==> config.mk <==
export PLATFORM = sky130hd
export DESIGN_NAME = servo_packet_receiver_crc_check_top_flat
export DESIGN_NICKNAME = d
export VERILOG_FILES = /design/src/rtl/spr_pkg.sv /design/src/rtl/spr_if.sv /design/src/rtl/spr_apb_cfg.sv /design/src/rtl/spr_crc16.sv /design/src/rtl/spr_deframer.sv /design/src/rtl/spr_out_reg.sv /design/src/rtl/servo_packet_receiver_crc_check_top.sv /design/src/flat_wrapper.sv
export SDC_FILE = /design/constraint.sdc
export NUM_CORES = 1
export LEC_CHECK = 0
export BUFFER_PORTS_ARGS = -buffer_cell sky130_fd_sc_hd__buf_2
export CORE_ASPECT_RATIO = 0.5
export CORE_UTILIZATION = 56
export CTS_CLUSTER_DIAMETER = 50
export DETAILED_ROUTE_END_ITERATION = 16
export HOLD_SLACK_MARGIN = 0.03
export PLACE_DENSITY = 0.9
export RECOVER_POWER = 50
export SYNTH_ARGS = -nofsm -noshare
export SYNTH_HDL_FRONTEND = slang
export SYNTH_SLANG_ARGS = --single-unit
==> constraint.sdc <==
create_clock -name clk -period 6.1 [get_ports clk]
set_input_delay 0.305 -clock clk [delete_from_list [all_inputs] [get_ports clk]]
set_output_delay 0.305 -clock clk [all_outputs]
set_load 0.05 [all_outputs]
==> src/rtl/spr_pkg.sv <==
// Package: shared types and constants of the servo packet receiver.
package spr_pkg;

    localparam int unsigned LIMIT_W = 10;
    localparam int unsigned LEN_W   = 16;
    localparam int unsigned CRC_W   = 16;

    localparam logic [LIMIT_W-1:0] SIZE_LIMIT_RESET = 10'd255;
    localparam logic [7:0]         HDR_FF           = 8'hFF;
    localparam logic [7:0]         HDR_FD           = 8'hFD;
    localparam logic [CRC_W-1:0]   CRC_POLY         = 16'h8005;
    localparam logic [LEN_W-1:0]   MIN_LENGTH       = 16'd3;
    // count of the first parameter byte, from 1: after header(3), reserved, id, length(2), instruction
    localparam logic [LIMIT_W-1:0] PARAM_OFFSET     = 10'd9;
    // instruction plus two crc bytes plus one, so index + 4 reaching length is the last
    localparam logic [LEN_W:0]     PARAM_TAIL       = 17'd4;

    localparam int unsigned APB_ADDR_W = 3;
    localparam logic        REG_SIZE_LIMIT = 1'b0;

    typedef enum logic [3:0] {
        PH_HUNT  = 4'd0,
        PH_FF1   = 4'd1,
        PH_FF2   = 4'd2,
        PH_RSV   = 4'd3,
        PH_ID    = 4'd4,
        PH_LEN1  = 4'd5,
        PH_LEN2  = 4'd6,
        PH_INSTR = 4'd7,
        PH_PARAM = 4'd8,
        PH_CRC1  = 4'd9,
        PH_CRC2  = 4'd10
    } phase_t;

    typedef enum logic [2:0] {
        ST_BUSY      = 3'd0,
        ST_PARAM     = 3'd1,
        ST_GOOD      = 3'd2,
        ST_BADCRC    = 3'd3,
        ST_OVERFLOW  = 3'd4,
        ST_TIMEOUT   = 3'd5,
        ST_MALFORMED = 3'd6
    } status_t;

    typedef struct packed {
        status_t              status;
        logic [7:0]           param_byte;
        logic [LIMIT_W-1:0]   param_index;
        logic [7:0]           packet_id;
        logic [7:0]           packet_instruction;
        logic [LEN_W-1:0]     packet_length;
    } result_t;

endpackage

==> src/rtl/spr_if.sv <==
// Interfaces: received byte channel and report channel.
interface spr_byte_if;
    logic       valid;
    logic       ready;
    logic [7:0] rx_byte;
    logic       timeout;

    modport source (output valid, output rx_byte, output timeout, input ready);
    modport sink   (input valid, input rx_byte, input timeout, output ready);
endinterface

interface spr_report_if;
    logic        valid;
    logic        ready;
    logic [2:0]  status;
    logic [7:0]  param_byte;
    logic [9:0]  param_index;
    logic [7:0]  packet_id;
    logic [7:0]  packet_instruction;
    logic [15:0] packet_length;

    modport source (output valid, output status, output param_byte, output param_index,
                    output packet_id, output packet_instruction, output packet_length,
                    input ready);
    modport sink   (input valid, input status, input param_byte, input param_index,
                    input packet_id, input packet_instruction, input packet_length,
                    output ready);
endinterface

==> src/rtl/spr_apb_cfg.sv <==
// APB configuration register block holding the size limit.
module spr_apb_cfg
    import spr_pkg::*;
(
    input  logic                  clk,
    input  logic                  rst_n,
    input  logic                  psel,
    input  logic                  penable,
    input  logic                  pwrite,
    input  logic [APB_ADDR_W-1:0] paddr,
    input  logic [31:0]           pwdata,
    output logic [31:0]           prdata,
    output logic                  pready,
    output logic [LIMIT_W-1:0]    size_limit
);

    logic [LIMIT_W-1:0] size_limit_reg;
    logic [LIMIT_W-1:0] size_limit_next;
    logic               wr_en;
    logic               hit;

    assign pready = 1'b1;
    assign hit    = (paddr[APB_ADDR_W-1] == REG_SIZE_LIMIT);
    assign wr_en  = psel && penable && pwrite && hit;

    always_comb
    begin
        size_limit_next = size_limit_reg;
        if (wr_en)
        begin
            size_limit_next = pwdata[LIMIT_W-1:0];
        end
    end

    always_ff @(posedge clk or negedge rst_n)
    begin
        if (!rst_n)
        begin
            size_limit_reg <= SIZE_LIMIT_RESET;
        end
        else
        begin
            size_limit_reg <= size_limit_next;
        end
    end

    assign prdata     = hit ? {{(32-LIMIT_W){1'b0}}, size_limit_reg} : 32'd0;
    assign size_limit = size_limit_reg;

endmodule

==> src/rtl/spr_crc16.sv <==
// Byte-wide CRC-16 update, polynomial 0x8005, msb first.
module spr_crc16
    import spr_pkg::*;
(
    input  logic [CRC_W-1:0] crc_in,
    input  logic [7:0]       data,
    output logic [CRC_W-1:0] crc_out
);

    always_comb
    begin
        logic [CRC_W-1:0] c;
        c = crc_in ^ {data, 8'h00};
        for (int k = 0; k < 8; k++)
        begin
            if (c[CRC_W-1])
            begin
                c = {c[CRC_W-2:0], 1'b0} ^ CRC_POLY;
            end
            else
            begin
                c = {c[CRC_W-2:0], 1'b0};
            end
        end
        crc_out = c;
    end

endmodule

==> src/rtl/spr_deframer.sv <==
// Packet deframer: header hunt, field capture, crc check and report decision.
module spr_deframer
    import spr_pkg::*;
(
    input  logic               clk,
    input  logic               rst_n,
    input  logic               take,
    input  logic [7:0]         rx_byte,
    input  logic               timeout,
    input  logic [LIMIT_W-1:0] size_limit,
    output result_t            result
);

    phase_t             phase_reg, phase_next;
    logic [LIMIT_W-1:0] count_reg, count_next;
    logic [LEN_W-1:0]   len_reg, len_next;
    logic [CRC_W-1:0]   crc_reg, crc_next;
    logic [7:0]         crc_lo_reg, crc_lo_next;
    logic [7:0]         id_reg, id_next;
    logic [7:0]         instr_reg, instr_next;

    phase_t             ph;
    logic               fits;
    logic [LIMIT_W-1:0] count_base, count_inc;
    logic [LEN_W-1:0]   len_base, len_new;
    logic [CRC_W-1:0]   crc_base, crc_upd;
    logic [7:0]         id_base, instr_base;
    logic [LIMIT_W-1:0] pidx;

    spr_crc16 u_crc
    (
        .crc_in  (crc_base),
        .data    (rx_byte),
        .crc_out (crc_upd)
    );

    always_comb
    begin
        // unused phase codes behave as hunting
        case (phase_reg)
            PH_FF1, PH_FF2, PH_RSV, PH_ID, PH_LEN1, PH_LEN2,
            PH_INSTR, PH_PARAM, PH_CRC1, PH_CRC2: ph = phase_reg;
            default:                              ph = PH_HUNT;
        endcase
    end

    always_comb
    begin
        case (ph)
            PH_HUNT, PH_FF1: fits = (rx_byte == HDR_FF);
            PH_FF2:          fits = (rx_byte == HDR_FD);
            default:         fits = 1'b1;
        endcase
    end

    // a new packet starts from cleared fields
    assign count_base = (ph == PH_HUNT) ? '0 : count_reg;
    assign len_base   = (ph == PH_HUNT) ? '0 : len_reg;
    assign crc_base   = (ph == PH_HUNT) ? '0 : crc_reg;
    assign id_base    = (ph == PH_HUNT) ? '0 : id_reg;
    assign instr_base = (ph == PH_HUNT) ? '0 : instr_reg;
    assign count_inc  = count_base + 1'b1;
    assign len_new    = {rx_byte, len_base[7:0]};
    assign pidx       = count_inc - PARAM_OFFSET;

    always_comb
    begin
        phase_next  = phase_reg;
        count_next  = count_reg;
        len_next    = len_reg;
        crc_next    = crc_reg;
        crc_lo_next = crc_lo_reg;
        id_next     = id_reg;
        instr_next  = instr_reg;
        result.status      = ST_BUSY;
        result.param_byte  = '0;
        result.param_index = '0;

        if (timeout)
        begin
            result.status = ST_TIMEOUT;
            phase_next    = PH_HUNT;
        end
        else if (!fits)
        begin
            // absorb extra FF before FD, otherwise drop back to hunting
            phase_next = (ph == PH_FF2 && rx_byte == HDR_FF) ? PH_FF2 : PH_HUNT;
        end
        else
        begin
            count_next = count_inc;
            len_next   = len_base;
            crc_next   = crc_base;
            id_next    = id_base;
            instr_next = instr_base;
            if (count_inc >= size_limit)
            begin
                result.status = ST_OVERFLOW;
                phase_next    = PH_HUNT;
            end
            else
            begin
                if (ph <= PH_PARAM)
                begin
                    crc_next = crc_upd;
                end
                case (ph)
                    PH_HUNT:  phase_next = PH_FF1;
                    PH_FF1:   phase_next = PH_FF2;
                    PH_FF2:   phase_next = PH_RSV;
                    PH_RSV:   phase_next = PH_ID;
                    PH_ID:
                    begin
                        id_next    = rx_byte;
                        phase_next = PH_LEN1;
                    end
                    PH_LEN1:
                    begin
                        len_next   = {{(LEN_W-8){1'b0}}, rx_byte};
                        phase_next = PH_LEN2;
                    end
                    PH_LEN2:
                    begin
                        len_next = len_new;
                        if (len_new < MIN_LENGTH)
                        begin
                            result.status = ST_MALFORMED;
                            phase_next    = PH_HUNT;
                        end
                        else
                        begin
                            phase_next = PH_INSTR;
                        end
                    end
                    PH_INSTR:
                    begin
                        instr_next = rx_byte;
                        phase_next = (len_base == MIN_LENGTH) ? PH_CRC1 : PH_PARAM;
                    end
                    PH_PARAM:
                    begin
                        result.status      = ST_PARAM;
                        result.param_byte  = rx_byte;
                        result.param_index = pidx;
                        if (({{(LEN_W+1-LIMIT_W){1'b0}}, pidx} + PARAM_TAIL)
                            >= {1'b0, len_base})
                        begin
                            phase_next = PH_CRC1;
                        end
                    end
                    PH_CRC1:
                    begin
                        crc_lo_next = rx_byte;
                        phase_next  = PH_CRC2;
                    end
                    default:
                    begin
                        result.status = ({rx_byte, crc_lo_reg} == crc_base) ? ST_GOOD
                                                                           : ST_BADCRC;
                        phase_next    = PH_HUNT;
                    end
                endcase
            end
        end

        result.packet_id          = id_next;
        result.packet_instruction = instr_next;
        result.packet_length      = len_next;
    end

    always_ff @(posedge clk or negedge rst_n)
    begin
        if (!rst_n)
        begin
            phase_reg  <= PH_HUNT;
            count_reg  <= '0;
            len_reg    <= '0;
            crc_reg    <= '0;
            crc_lo_reg <= '0;
            id_reg     <= '0;
            instr_reg  <= '0;
        end
        else if (take)
        begin
            phase_reg  <= phase_next;
            count_reg  <= count_next;
            len_reg    <= len_next;
            crc_reg    <= crc_next;
            crc_lo_reg <= crc_lo_next;
            id_reg     <= id_next;
            instr_reg  <= instr_next;
        end
    end

endmodule

==> src/rtl/spr_out_reg.sv <==
// Output register holding one report until the receiver takes it.
module spr_out_reg
    import spr_pkg::*;
(
    input  logic    clk,
    input  logic    rst_n,
    input  logic    load,
    input  result_t result,
    input  logic    taken,
    output logic    full,
    output result_t held
);

    logic    valid_reg, valid_next;
    result_t data_reg;

    always_comb
    begin
        valid_next = valid_reg;
        if (load)
        begin
            valid_next = 1'b1;
        end
        else if (taken)
        begin
            valid_next = 1'b0;
        end
    end

    always_ff @(posedge clk or negedge rst_n)
    begin
        if (!rst_n)
        begin
            valid_reg <= 1'b0;
        end
        else
        begin
            valid_reg <= valid_next;
        end
    end

    always_ff @(posedge clk)
    begin
        if (load)
        begin
            data_reg <= result;
        end
    end

    assign full = valid_reg;
    assign held = data_reg;

endmodule

==> src/rtl/servo_packet_receiver_crc_check_top.sv <==
// Top level of the servo packet receiver with CRC-16 check.
//
// Channels: byte_ch carries one received byte per item, or a timeout marker
// (timeout high, byte ignored). report_ch carries exactly one report per
// accepted item: busy, a parameter byte with its index, packet good, crc
// mismatch, overflow, timeout or malformed length, together with the id,
// instruction and length field of the current packet.
// The APB port holds one register, size_limit, at byte address 0; a packet
// whose byte count reaches it is reported as overflowed.
// A report is registered, valid in the cycle after its item is accepted.
// Throughput: one item per cycle unless a report stalls, set by the deframer
// step (byte-wide CRC update and phase decision) feeding the output register.
// Stall: while a report waits in the output register and report_ch.ready is
// low, byte_ch.ready is low; when the report is taken a new item may be
// accepted in the same cycle.
// Reset: the deframer hunts for the header with all its fields zero,
// size_limit is 255 and the output register is empty.
module servo_packet_receiver_crc_check_top
    import spr_pkg::*;
(
    input  logic                  clk,
    input  logic                  rst_n,
    input  logic                  psel,
    input  logic                  penable,
    input  logic                  pwrite,
    input  logic [APB_ADDR_W-1:0] paddr,
    input  logic [31:0]           pwdata,
    output logic [31:0]           prdata,
    output logic                  pready,
    spr_byte_if.sink              byte_ch,
    spr_report_if.source          report_ch
);

    logic [LIMIT_W-1:0] size_limit;
    logic               take;
    logic               full;
    result_t            result;
    result_t            held;

    spr_apb_cfg u_cfg
    (
        .clk        (clk),
        .rst_n      (rst_n),
        .psel       (psel),
        .penable    (penable),
        .pwrite     (pwrite),
        .paddr      (paddr),
        .pwdata     (pwdata),
        .prdata     (prdata),
        .pready     (pready),
        .size_limit (size_limit)
    );

    // accept while the output slot is empty or being emptied this cycle
    assign byte_ch.ready = !full || report_ch.ready;
    assign take          = byte_ch.valid && byte_ch.ready;

    spr_deframer u_deframer
    (
        .clk        (clk),
        .rst_n      (rst_n),
        .take       (take),
        .rx_byte    (byte_ch.rx_byte),
        .timeout    (byte_ch.timeout),
        .size_limit (size_limit),
        .result     (result)
    );

    spr_out_reg u_out
    (
        .clk    (clk),
        .rst_n  (rst_n),
        .load   (take),
        .result (result),
        .taken  (report_ch.ready),
        .full   (full),
        .held   (held)
    );

    assign report_ch.valid              = full;
    assign report_ch.status             = held.status;
    assign report_ch.param_byte         = held.param_byte;
    assign report_ch.param_index        = held.param_index;
    assign report_ch.packet_id          = held.packet_id;
    assign report_ch.packet_instruction = held.packet_instruction;
    assign report_ch.packet_length      = held.packet_length;

    // every accepted item yields a report in the next cycle
    a_item_reports: assert property (@(posedge clk) disable iff (!rst_n)
        take |=> report_ch.valid)
        else $error("accepted item produced no report");

    // a timeout marker always reports timeout
    a_timeout_report: assert property (@(posedge clk) disable iff (!rst_n)
        (take && byte_ch.timeout) |=> (report_ch.status == ST_TIMEOUT))
        else $error("timeout item did not report timeout");

    // a waiting report blocks new items
    a_stall_blocks: assert property (@(posedge clk) disable iff (!rst_n)
        (report_ch.valid && !report_ch.ready) |-> !byte_ch.ready)
        else $error("item accepted while report stalled");

    // parameter fields are zero outside parameter reports
    a_param_zero: assert property (@(posedge clk) disable iff (!rst_n)
        (report_ch.valid && report_ch.status != ST_PARAM)
            |-> (report_ch.param_byte == 8'd0 && report_ch.param_index == 10'd0))
        else $error("parameter fields set outside a parameter report");

endmodule
==> src/flat_wrapper.sv <==
// flat-port wrapper written by rule: the top's interface ports become plain ports
module servo_packet_receiver_crc_check_top_flat import spr_pkg::*;
  (clk, rst_n, psel, penable, pwrite, paddr, pwdata, prdata, pready, byte_ch_valid, byte_ch_rx_byte, byte_ch_timeout, byte_ch_ready, report_ch_valid, report_ch_status, report_ch_param_byte, report_ch_param_index, report_ch_packet_id, report_ch_packet_instruction, report_ch_packet_length, report_ch_ready);
  spr_byte_if byte_ch_i ();
  spr_report_if report_ch_i ();
  input  logic clk;
  input  logic rst_n;
  input  logic psel;
  input  logic penable;
  input  logic pwrite;
  input  logic [APB_ADDR_W-1:0] paddr;
  input  logic [31:0] pwdata;
  output logic [31:0] prdata;
  output logic pready;
  input wire logic [$bits(byte_ch_i.valid)-1:0] byte_ch_valid;
  input wire logic [$bits(byte_ch_i.rx_byte)-1:0] byte_ch_rx_byte;
  input wire logic [$bits(byte_ch_i.timeout)-1:0] byte_ch_timeout;
  output wire logic [$bits(byte_ch_i.ready)-1:0] byte_ch_ready;
  output wire logic [$bits(report_ch_i.valid)-1:0] report_ch_valid;
  output wire logic [$bits(report_ch_i.status)-1:0] report_ch_status;
  output wire logic [$bits(report_ch_i.param_byte)-1:0] report_ch_param_byte;
  output wire logic [$bits(report_ch_i.param_index)-1:0] report_ch_param_index;
  output wire logic [$bits(report_ch_i.packet_id)-1:0] report_ch_packet_id;
  output wire logic [$bits(report_ch_i.packet_instruction)-1:0] report_ch_packet_instruction;
  output wire logic [$bits(report_ch_i.packet_length)-1:0] report_ch_packet_length;
  input wire logic [$bits(report_ch_i.ready)-1:0] report_ch_ready;
  assign byte_ch_i.valid = byte_ch_valid;
  assign byte_ch_i.rx_byte = byte_ch_rx_byte;
  assign byte_ch_i.timeout = byte_ch_timeout;
  assign byte_ch_ready = byte_ch_i.ready;
  assign report_ch_valid = report_ch_i.valid;
  assign report_ch_status = report_ch_i.status;
  assign report_ch_param_byte = report_ch_i.param_byte;
  assign report_ch_param_index = report_ch_i.param_index;
  assign report_ch_packet_id = report_ch_i.packet_id;
  assign report_ch_packet_instruction = report_ch_i.packet_instruction;
  assign report_ch_packet_length = report_ch_i.packet_length;
  assign report_ch_i.ready = report_ch_ready;
  servo_packet_receiver_crc_check_top u_core (.clk(clk), .rst_n(rst_n), .psel(psel), .penable(penable), .pwrite(pwrite), .paddr(paddr), .pwdata(pwdata), .prdata(prdata), .pready(pready), .byte_ch(byte_ch_i), .report_ch(report_ch_i));
endmodule
==> flow_summary.toml, run 1 <==
[die]
die_h_um = 82.3
die_x_um = 163
rows = 28
coreArea_sq_um = 12200
dieArea_sq_um = 13400
initial_core_util = 0.592
ios = 139

[min_path]
hold_class = "input port to register"
hp-start = "byte_ch_valid"
hold_depth = 2
worstHoldEndpoint = "u_core.u_out.full$_DFFE_PN0P_"

[critical_path]
crit_path_end_kind = "register"
regToRegSetupSlack_ps = 550
worst-r2r-cell-count = 20
path_class = "register to register"
r2r_end = "u_core.u_deframer.phase_reg[1]$_DFFE_PN0P_"
cp_max_fo = 15
arrival_ps = 5860
r2r-start = "u_core.u_deframer.phase_reg[2]$_DFFE_PN0P_"
critPathRequiredTime_ps = 6410
worstSetupStartpointType = "register"

[final_layout]
fin_nets = 819
drive_gt1_frac = 0.139
syn2layout_area_growth_pct = 13.3
diodes = 0
largest_reg_flops = 53

[logic_synthesis]
syn_avg_cell_area_sq_um = 10.9
ys_seq_elements = 134
synthTopCellsByCount = "a22o_1, dfrtp_1, nand2_1"
synth.distinct_cells = 61
synth-edff-count = 53
synth_top_area_frac = 0.253
seq_area_frac_synth = 0.503
syn_area_sq_um = 7220
ys_warn_count = 0
synth_ff_type = "dfrtp_1"
synth_area_leaders = "dfrtp_1, edfxtp_1, a22o_1, ha_1, nand2_1"
yosysMostFrequentCell = "a22o_1"
yosys.area.top_type = "dfrtp_1"
postSynthCellCount = 660
synthArstFlopShare = 0.604

[timing]
holdWs_ps = 95.2
setup_ws_ps = 551
grt_setup_unrepaired = "no"
worst_clock_skew_ps = 10.9
timing_hold_violations_final = 0
worst_pin_slew_ps = 4360
relSlewSlack = -1.90
finalSetupTns_ps = 0
min_period_ps = 5550
period_share = 0.910
final_max_slew_viol_count = 140
fmax_ghz = 0.180
setup_viol = 0

[clock_tree]
cts_resized = 0
postCtsHoldBufs = 0
cts_setup_buffers = 0
cts_tree = "done"
root_buffer = "clkbuf_16"
clock_latency_ps = 420
clockBufferDepth = 2
ctsHtreeMaxLevel = 4
clkSinkCount = 134
clkTransAtPathRegs_ps = 60
cts_buffers = 17

[routing]
post-route-drc-count = 0
dr_total_vias = 5726
first_pass_iters = 7
routed_via_density = 6.22
wl_per_cell_um = 19.2
drt_wl_total_um = 17700
ant_nets = 0
first_iter_violations = 853

[placed_design]
pre_cts_slack_ps = 903
place_congestion = 0.933
port_buffers = 91
dpl.hpwl_um = 11600

[grt]
grt_pass1_vias = 5434
track_usage = 0.275
antenna_found_initial = 0
grt.overflow.total = 0
grt_max_degree = 82
grt_pass1_wl_um = 27800

[outcome]
status = "complete, but fails checks"
violations = "max-capacitance violations, max-slew violations"

[power_and_ir_drop]
p_leak_nw = 3.40
peakVddDrop_uv = 166
power-per-cell-area_nw_per_um2 = 274
fin_total_pwr_mw = 2.24

[run]
maxCapViolCount = 2
[power by group]
group | total (mW) | switching (mW) | internal [mW]
logic | 0.268 | 0.212 | 0.0561
clock network | 0.971 | 0.434 | 0.536
registers | 0.997 | 0.0166 | 0.981
total | 2.24 | 0.663 | 1.57
[cell families (layout without fill, tap and decap cells)]
kind of cell / after synthesis / in the layout / share of synthesized area
AND/OR/NAND/NOR: 192 / 192 / 0.137
AO/OA/AOI/OAI: 169 / 169 / 0.182
flip-flops: 134 / 134 / 0.503
buffers and inverters: 81 / 155 / 0.0551
XOR/XNOR: 38 / 38 / 0.0490
adder cells (fa/ha/maj): 26 / 26 / 0.0451
multiplexers: 18 / 18 / 0.0281
other: 2 / 23 / 0.00104
[placed cells by master (no fill, tap or decap), types with 7 or more instances in the layout]
cell type and n:
and2_1 15, inv_1 26, nor2_1 46, a21oi_1 20
clkbuf_1 68, dfrtp_1 73, a21o_1 7, nor3_1 13
conb_1 23, o21ai_0 21, a22o_1 79, nand2_1 60
xnor2_1 17, nand2b_1 8, mux2_2 18, buf_2 24
clkbuf_16 17, dfstp_2 8, nand3_1 14, ha_1 26
edfxtp_1 53, xor2_1 19
[area by class of cell]
type	instances	area (sq um)
Fill cell	917	4020
Sequential cell	134	3630
Multi-Input combinational cell	466	3280
Clock buffer	17	425
Timing Repair Buffer	96	405
Tap cell	165	206
Clock inverter	15	134
Inverter	27	101
[worst max path at each step]
stage | slack (ps) | cells past startpoint | startpoint | endpoint
6_report | 550 | 20 | u_core.u_deframer.phase_reg[2]$_DFFE_PN0P_ | u_core.u_deframer.phase_reg[1]$_DFFE_PN0P_
5_1_grt | 210 | 20 | u_core.u_deframer.phase_reg[1]$_DFFE_PN0P_ | u_core.u_deframer.phase_reg[1]$_DFFE_PN0P_
4_1_cts | 820 | 20 | u_core.u_deframer.phase_reg[1]$_DFFE_PN0P_ | u_core.u_deframer.phase_reg[1]$_DFFE_PN0P_
3_5_place_dp | 900 | 20 | u_core.u_deframer.phase_reg[1]$_DFFE_PN0P_ | u_core.u_deframer.phase_reg[1]$_DFFE_PN0P_
3_3_place_gp | 1130 | 20 | u_core.u_deframer.phase_reg[1]$_DFFE_PN0P_ | u_core.u_deframer.phase_reg[1]$_DFFE_PN0P_
2_1_floorplan | 1260 | 22 | u_core.u_deframer.phase_reg[1]$_DFFE_PN0P_ | u_core.u_deframer.phase_reg[1]$_DFFE_PN0P_
[layer usage]
layer / GRT usage / part of all wire / up-vias
li1: - / - / 2547
met5: 0 / 0 / -
met2: 0.444 / 0.46 / 373
met1: 0.348 / 0.42 / 2759
met4: 0.152 / 0.024 / 0
met3: 0.0674 / 0.10 / 47
[critical path, stage by stage, from the launching register on]
cell,delay (ps)
dfrtp_1,580
a21o_1,400
a21oi_2,380
nand2_1,190
inv_1,170
ha_1,260
nand2_1,130
or3_1,320
a21oi_1,380
or3_1,210
nor2_1,60
xnor2_1,470
nor3_1,150
xnor2_1,160
ha_1,320
nand3_1,80
a21oi_1,170
o2111ai_1,160
a31oi_1,250
o21ai_2,110
o41ai_1,460
[through the flow]
step	cell area [sq um]	utilization	cells
2_1_floorplan	7300	-	681
3_3_place_gp	7710	0.632	888
3_5_place_dp	7710	0.632	888
4_1_cts	8270	0.678	920
5_1_grt	8180	0.671	920
6_report	8180	0.671	920
Note: power is estimated with default switching activity, not from simulation.
==> run 2, diff against run 1 <==
--- a/config.mk
+++ b/config.mk
@@ -11,7 +11,7 @@
 export CTS_CLUSTER_DIAMETER = 50
 export DETAILED_ROUTE_END_ITERATION = 16
 export HOLD_SLACK_MARGIN = 0.03
-export PLACE_DENSITY = 0.9
+export PLACE_DENSITY = 0.88
 export RECOVER_POWER = 50
 export SYNTH_ARGS = -nofsm -noshare
 export SYNTH_HDL_FRONTEND = slang
==> flow_summary.toml, run 2 (same netlist as run 1, synthesis figures left out) <==
[grt]
grt.overflow.total = 0
grt_pass1_wl_um = 27400
antenna_found_initial = 0
track_usage = 0.273
grt_pass1_vias = 5282
grt_max_degree = 82

[timing]
setup_viol = 0
setup_ws_ps = 844
timing_hold_violations_final = 0
grt_setup_unrepaired = "no"
final_max_slew_viol_count = 139
worst_clock_skew_ps = 8.70
period_share = 0.862
finalSetupTns_ps = 0
worst_pin_slew_ps = 4330
fmax_ghz = 0.190
holdWs_ps = 91.0
min_period_ps = 5260
relSlewSlack = -1.89

[power_and_ir_drop]
power-per-cell-area_nw_per_um2 = 272
p_leak_nw = 3.43
peakVddDrop_uv = 165

[outcome]
violations = "max-capacitance violations, max-slew violations"
status = "complete, but fails checks"

[clock_tree]
postCtsHoldBufs = 0
cts_resized = 0
cts_setup_buffers = 0
ctsHtreeMaxLevel = 4
clkTransAtPathRegs_ps = 60
cts_buffers = 17
clkSinkCount = 134
cts_tree = "done"
clock_latency_ps = 430
root_buffer = "clkbuf_16"
clockBufferDepth = 2

[routing]
drt_wl_total_um = 17300
first_iter_violations = 592
routed.top_layer = "met4"
dr_total_vias = 5696
ant_nets = 0
first_pass_iters = 5
wl_per_cell_um = 18.7
met3_length_um = 1600
wl_met1_um = 7320
post-route-drc-count = 0
wl_met2_um = 8040
routed_via_density = 6.16

[final_layout]
mostFrequentLayoutCell = "a22o_1"
largest_reg_flops = 53
mostFrequentLayoutCells = "a22o_1, dfrtp_1, clkbuf_1, nand2_1, edfxtp_1"
fin_cells = 924
fin_nets = 823
syn2layout_area_growth_pct = 13.6
stdcell_area_sq_um = 8200
diodes = 0
drive_gt1_frac = 0.144

[critical_path]
critPathRequiredTime_ps = 6420
cp_num_buf_inv = 2
arrival_ps = 5570
worstPathCellList = "a21o_1 > a21oi_2 > buf_4 > nand2_1 > inv_1 > ha_1 > nand3_1 > xor2_1 > nor2_1 > xor2_1 > nor3_1 > nand3_1 > nor3_1 > xnor2_1 > ha_1 > nand3_1 > a21oi_1 > o2111ai_1 > a31oi_1 > o21ai_2 > o41ai_1"
slowest_delay_ps = 570
critical_path.top_delay_family = "compound AO/OA/AOI/OAI gates"
worstSetupStartpointType = "register"
path_class = "register to register"
crit_path_end_kind = "register"
cp_max_fo = 15
crit_slowest_cell = "dfrtp_1"
regToRegSetupSlack_ps = 840
cpMostUsedCell = "nand3_1"

[placed_design]
place_congestion = 0.883
pre_cts_slack_ps = 1040
dp_cells = 892
port_buffers = 91
placed_area_sq_um = 7740
dpl.hpwl_um = 11500

[die]
initial_core_util = 0.592
dieArea_sq_um = 13400
coreArea_sq_um = 12200
ios = 139
die_x_um = 163
die_h_um = 82.3
rows = 28

[min_path]
hold_class = "input port to register"

[run]
maxCapViolCount = 2
-- run 2: cell types whose count changed in the layout (fill, tap and decap cells not counted), sizes merged --
cell | before | now
buf | 28 | 32
clkinv | 4 | 3
inv | 35 | 36
-- run 2: routing by layer --
| layer | vias up | GRT usage |
|---|---|---|
| li1 | 2563 | - |
| met1 | 2790 | 0.358 |
| met2 | 313 | 0.450 |
| met3 | 30 | 0.0639 |
| met4 | 0 | 0.102 |
| met5 | - | 0 |
-- run 2: metrics by stage --
stage / power [mW] / utilization
3_3_place_gp: 1.28 / 0.635
5_1_grt: 2.29 / 0.673
4_1_cts: 2.24 / 0.680
2_1_floorplan: 1.22 / -
3_5_place_dp: 1.28 / 0.635
6_report: 2.23 / 0.673
-- run 2: cell type report --
| class | instances | area, sq um |
|---|---|---|
| fill | 967 | 3990 |
| sequential | 134 | 3630 |
| multi-input combinational | 466 | 3280 |
| timing repair buffer | 100 | 435 |
| clock buffer | 17 | 425 |
| tap | 165 | 206 |
| clock inverter | 15 | 131 |
| inverter | 27 | 101 |
-- run 2: worst paths after layout --
path	from	to	cells after the start
min in group asynchronous	rst_n	u_core.u_deframer.count_reg[0]$_DFFE_PN0P_	1
max in group asynchronous	rst_n	u_core.u_deframer.len_reg[7]$_DFFE_PN0P_	1
max reg2reg	u_core.u_deframer.phase_reg[2]$_DFFE_PN0P_	u_core.u_deframer.phase_reg[1]$_DFFE_PN0P_	21
max	u_core.u_deframer.phase_reg[2]$_DFFE_PN0P_	u_core.u_deframer.phase_reg[1]$_DFFE_PN0P_	21
min	byte_ch_valid	u_core.u_out.full$_DFFE_PN0P_	2
min reg2reg	u_core.u_deframer.count_reg[9]$_DFFE_PN0P_	u_core.u_deframer.count_reg[9]$_DFFE_PN0P_	2
-- run 2: power by group --
group | leakage [nW] | internal, mW | total [mW] | switching (mW)
clock network | 0.267 | 0.535 | 0.969 | 0.434
logic | 1.55 | 0.0557 | 0.264 | 0.209
registers | 1.61 | 0.981 | 0.997 | 0.0163
